==> config.mk <==
export PLATFORM = sky130hd
export DESIGN_NAME = brp_front
export DESIGN_NICKNAME = d
export VERILOG_FILES = /design/src/rtl/byte_ring_pipe_with_refcount_unit_defines.svh /design/src/rtl/brp_pkg.sv /design/src/rtl/brp_front.sv
export SDC_FILE = /design/constraint.sdc
export NUM_CORES = 1
export LEC_CHECK = 0
export ABC_AREA = 1
export BUFFER_PORTS_ARGS = -buffer_cell sky130_fd_sc_hd__buf_2
export CAP_MARGIN = 20
export CORE_ASPECT_RATIO = 1.25
export CORE_MARGIN = 2
export CORE_UTILIZATION = 56
export CTS_CLUSTER_SIZE = 20
export DETAILED_ROUTE_END_ITERATION = 12
export GPL_TIMING_DRIVEN = 1
export PLACE_DENSITY = 0.84
export SLEW_MARGIN = 20
export SYNTH_ARGS = -nofsm -noshare
export SYNTH_HDL_FRONTEND = slang
export SYNTH_SLANG_ARGS = --single-unit
==> constraint.sdc <==
create_clock -name i_clk -period 6.2 [get_ports i_clk]
set_input_delay 0.93 -clock i_clk [delete_from_list [all_inputs] [get_ports i_clk]]
set_output_delay 0.93 -clock i_clk [all_outputs]
set_load 0.01 [all_outputs]
==> src/rtl/byte_ring_pipe_with_refcount_unit_defines.svh <==
// Assertion macros shared by the pipe unit.
`ifndef BYTE_RING_PIPE_WITH_REFCOUNT_UNIT_DEFINES_SVH
`define BYTE_RING_PIPE_WITH_REFCOUNT_UNIT_DEFINES_SVH

// Assert that a condition implies a same-cycle consequence.
`define BRP_ASSERT_IMP(lbl, clk, rst_n, cond, prop, msg) \
    lbl: assert property (@(posedge clk) disable iff (!rst_n) (cond) |-> (prop)) \
        else $error(msg);

// Assert that a condition implies a consequence in the next cycle.
`define BRP_ASSERT_NXT(lbl, clk, rst_n, cond, prop, msg) \
    lbl: assert property (@(posedge clk) disable iff (!rst_n) (cond) |=> (prop)) \
        else $error(msg);

`endif

==> src/rtl/brp_pkg.sv <==
package brp_pkg;

    localparam int PIPE_DEPTH_DEF = 2048;
    localparam int MAX_READ_DEF   = 64;
    localparam int QDEPTH         = 2;

    localparam logic [2:0] FN_OPEN  = 3'd0;
    localparam logic [2:0] FN_DUP   = 3'd1;
    localparam logic [2:0] FN_CLOSE = 3'd2;
    localparam logic [2:0] FN_FINAL = 3'd3;
    localparam logic [2:0] FN_WRITE = 3'd4;
    localparam logic [2:0] FN_READ  = 3'd5;

    localparam logic [1:0] ST_OK    = 2'd0;
    localparam logic [1:0] ST_NCONN = 2'd1;
    localparam logic [1:0] ST_BLOCK = 2'd2;
    localparam logic [1:0] ST_NOSPC = 2'd3;

    typedef struct packed {
        logic [2:0]  func;
        logic        nonblocking;
        logic [11:0] length;
        logic [7:0]  data_byte;
        logic        burst_last;
    } t_in;

    typedef struct packed {
        logic [1:0]  status;
        logic [7:0]  out_byte;
        logic        byte_valid;
        logic [11:0] done_count;
        logic [15:0] ref_count;
        logic        is_open;
        logic        last;
    } t_out;

    // Back-end command kinds.
    typedef enum logic [1:0] {
        CMD_CTRL,
        CMD_WRITE,
        CMD_READ
    } t_cmd_kind;

    typedef struct packed {
        t_cmd_kind   kind;
        logic [2:0]  func;
        logic [11:0] length;
        logic [7:0]  data_byte;
        logic        burst_last;
    } t_cmd;

    typedef enum logic [1:0] {
        BS_IDLE,
        BS_RDLAT,
        BS_RDOUT
    } t_bstate;

endpackage

==> src/rtl/brp_front.sv <==
module brp_front #(
    parameter int MAX_READ = brp_pkg::MAX_READ_DEF
) (
    input  logic           i_clk,
    input  logic           i_rst_n,
    input  logic           i_valid,
    output logic           o_stall,
    input  brp_pkg::t_in   i_req,
    output logic           o_q_valid,
    input  logic           i_q_pop,
    output brp_pkg::t_cmd  o_q_cmd
);

    localparam int QW = $clog2(brp_pkg::QDEPTH);

    brp_pkg::t_cmd        r_q [brp_pkg::QDEPTH];
    logic [QW-1:0]        r_wp, r_rp;
    logic [QW:0]          r_cnt;
    brp_pkg::t_cmd        n_cmd;
    logic                 push;
    logic                 known;

    // Classify the request and clamp read lengths.
    always_comb begin
        n_cmd            = '0;
        n_cmd.func       = i_req.func;
        n_cmd.data_byte  = i_req.data_byte;
        n_cmd.burst_last = i_req.burst_last;
        n_cmd.length     = i_req.length;
        known            = 1'b1;
        case (i_req.func)
            brp_pkg::FN_WRITE: n_cmd.kind = brp_pkg::CMD_WRITE;
            brp_pkg::FN_READ: begin
                n_cmd.kind = brp_pkg::CMD_READ;
                if (i_req.length > 12'(MAX_READ)) n_cmd.length = 12'(MAX_READ);
            end
            brp_pkg::FN_OPEN, brp_pkg::FN_DUP, brp_pkg::FN_CLOSE, brp_pkg::FN_FINAL:
                n_cmd.kind = brp_pkg::CMD_CTRL;
            default: begin
                n_cmd.kind = brp_pkg::CMD_CTRL;
                known      = 1'b0;
            end
        endcase
    end

    assign o_stall   = (r_cnt == (QW+1)'(brp_pkg::QDEPTH));
    assign push      = i_valid && !o_stall && known;
    assign o_q_valid = (r_cnt != '0);
    assign o_q_cmd   = r_q[r_rp];

    always_ff @(posedge i_clk) begin
        if (push) r_q[r_wp] <= n_cmd;
        if (!i_rst_n) begin
            r_wp  <= '0;
            r_rp  <= '0;
            r_cnt <= '0;
        end else begin
            if (push) r_wp <= r_wp + 1'b1;
            if (i_q_pop) r_rp <= r_rp + 1'b1;
            r_cnt <= r_cnt + (QW+1)'(push) - (QW+1)'(i_q_pop);
        end
    end

endmodule

==> impl_results.md <==
* Global Route Usage Sum at 17.2%
* Most frequent cells in the layout: buf_2 (55), edfxtp_1 (52), mux2_2 (19), inv_1 (19), nand2_1 (15)
* Final hold violation count at 0
* Startpoint Class: flip-flop
* Utilization after layout at 71.5%
* Clk sink count at 57
* Final Cycle Share at 41.0%
* Seq cells post-synth at 57
* Post-Place Cells at 261
* Die width at 61.2 um
* Synthesized Nets at 182
* CP Max Fanout at 26
* Yosys Warn Count at 0
* Synthesized area at 0.00229 mm^2
* DR pass1 iterations at 6
* Remaining DRCs at 0
* DRT iter0 DRCs at 34
* Grt total ovfl at 0
* Cells after synthesis at 151
* WL/cell at 12.9 um
* Final std cells w/o fill at 277
* Die area at 0.00463 mm^2
* Via Count at 1335
* Seq/Total Area, Yosys at 72.4%
* Final Max Slew Viols at 0
* Slowest-stage cell, CP: dfxtp_2
* Post-DP HPWL at 2430 um
* ANT nets after route at 0
* Initial antenna violation count at 0
* CP max stage delay at 0.73 ns
* Clock Root Buffer: clkbuf_8
* I/O pins at 57
* Die height at 75.6 um
* CTS resizes at 0
* Distinct cells, synth at 19
* Port-buffer cells at 55
* # rows at 26
* Required @ worst endpoint at 5.27 ns
* HP Class: reg2reg
* Vias in the first global route at 1247
* Area grow syn2layout at 24.7%
* Commonest non-fill, non-tap cell in the layout: buf_2
* Slew HR at 55.7%
* Initial cell density of the core at 57.3%
* Unrepaired setup endpoints after global routing: no
* Final WL at 3570 um
* Crit path cell chain: mux2_2 -> buf_2
* Post-layout minimum cycle time at 2.54 ns
* Core area at 0.00400 mm^2
* Worst-Skew Late Latency at 0.32 ns
* Status: finished, final reports clean
* P per Cell Area at 341 mW/mm^2
* Largest net degree at the start of global routing at 27
* Crit Path Class: reg2out
* Slew @ Worst Pin at 0.664 ns
* Layout Skew at 0.00490 ns
* CTS tree: built
* Post-CTS Hold Fix Bufs at 0
* Maxcap violations at 0
* CP Data Arrival Time at 1.61 ns
* Worst-path clk slew at 0.06 ns
* NumNets Final at 247
* Leak pwr at 1.19 nW
* Setup bufs post-CTS at 0
* Clock tree buffer depth at 2
* Total negative slack at 0 ns
* Share of layout cells above drive strength 1 at 44.3%
* First-pass GRT wire length at 5420 um
* Setup violators final at 0
* Maximum VDD drop at 0.291 mV
* Achievable Freq at 394 MHz
* Via density per instance at 4.82
* Gpl congestion at 0.701
* Num CTS Buffers at 9
* Synth Area per Inst at 15.2 um^2
* Antenna Cells at 0
* Htree depth at 3
* Worst Setup End Kind: primary output
-- Yosys cell counts (all sizes together) --
| cell type | instances | area (um^2) |
|---|---|---|
| ha | 2 | 25.0 |
| mux2 | 26 | 293 |
| inv | 21 | 81.3 |
| nand2 | 16 | 62.6 |
| dfxtp | 5 | 100 |
| nor2 | 10 | 37.5 |
| or2 | 1 | 6.26 |
| buf | 3 | 33.8 |
| xnor2 | 1 | 8.76 |
| o21ai | 2 | 10.0 |
| nor3 | 1 | 5.00 |
| a21oi | 8 | 40.0 |
| nand3 | 2 | 10.0 |
| edfxtp | 52 | 1560 |
| nor3b | 1 | 18.8 |
-- state kept, by name, indices dropped and copies added (netlist names), named ones only --
name / count
r_rp: 1
r_wp: 1
r_cnt: 2
r_q: 52
-- kinds of logic (layout without fill, tap and decap cells) --
logic type	after synthesis	in the layout	synth area share, %
buf+inv	24	94	5.02
flops	57	57	72.4
simple gates	31	31	6.11
xor+xnor	1	1	0.382
mux	26	26	12.8
compound gates	10	10	2.18
fa+ha+maj	2	2	1.09
-- metrics by stage --
step	area [um^2]	hold slack [ns]	worst slack [ns]	power (W)
after floorplan	2290	0.458	3.54	0.000540
after global placement	2630	0.472	3.58	0.000580
after detailed placement	2630	0.488	3.58	0.000584
after CTS	2860	0.501	3.62	0.000983
after global routing	2860	0.517	3.56	0.00101
final	2860	0.500	3.66	0.000974
-- report_power, final --
group / total [W] / internal (W) / switching, W
combinational: 0.000107 / 0.0000485 / 0.0000588
clock: 0.000401 / 0.000263 / 0.000137
sequential: 0.000467 / 0.000455 / 0.0000120
-- routing by layer --
layer  routed length (um)  up-vias  GRT usage (%)
met4                   41        0           10.9
li1                     -      663              -
met2                 1980       38           28.7
met5                    0        -              0
met3                  173        4           5.09
met1                 1380      630           18.8
-- worst max-delay path: cells and delay by family (launching register included) --
kind | cells | cell delay [ns]
flops | 1 | 0.73
mux | 1 | 0.41
buf+inv | 1 | 0.14
-- final cells by class --
type,instances,area (um^2)
Clock buffer,9,124
Clock inverter,7,109
Fill cell,288,1140
Inverter,21,81.3
Multi-Input combinational cell,70,522
Sequential cell,57,1660
Tap cell,56,70.1
Timing Repair Buffer,57,290
-- path summary, 6_finish.rpt --
path / startpoint / endpoint / slack (ns) / cells past startpoint
setup / recovery: flip-flop / o_q_cmd[11] / 3.66 / 2
setup reg to reg: r_cnt[0] / r_q[0][1] / 4.32 / 5
hold / removal: r_cnt[1] / r_cnt[1] / 0.50 / 2
hold reg to reg: r_cnt[1] / r_cnt[1] / 0.50 / 2
Power figures use the tool's default switching activity.
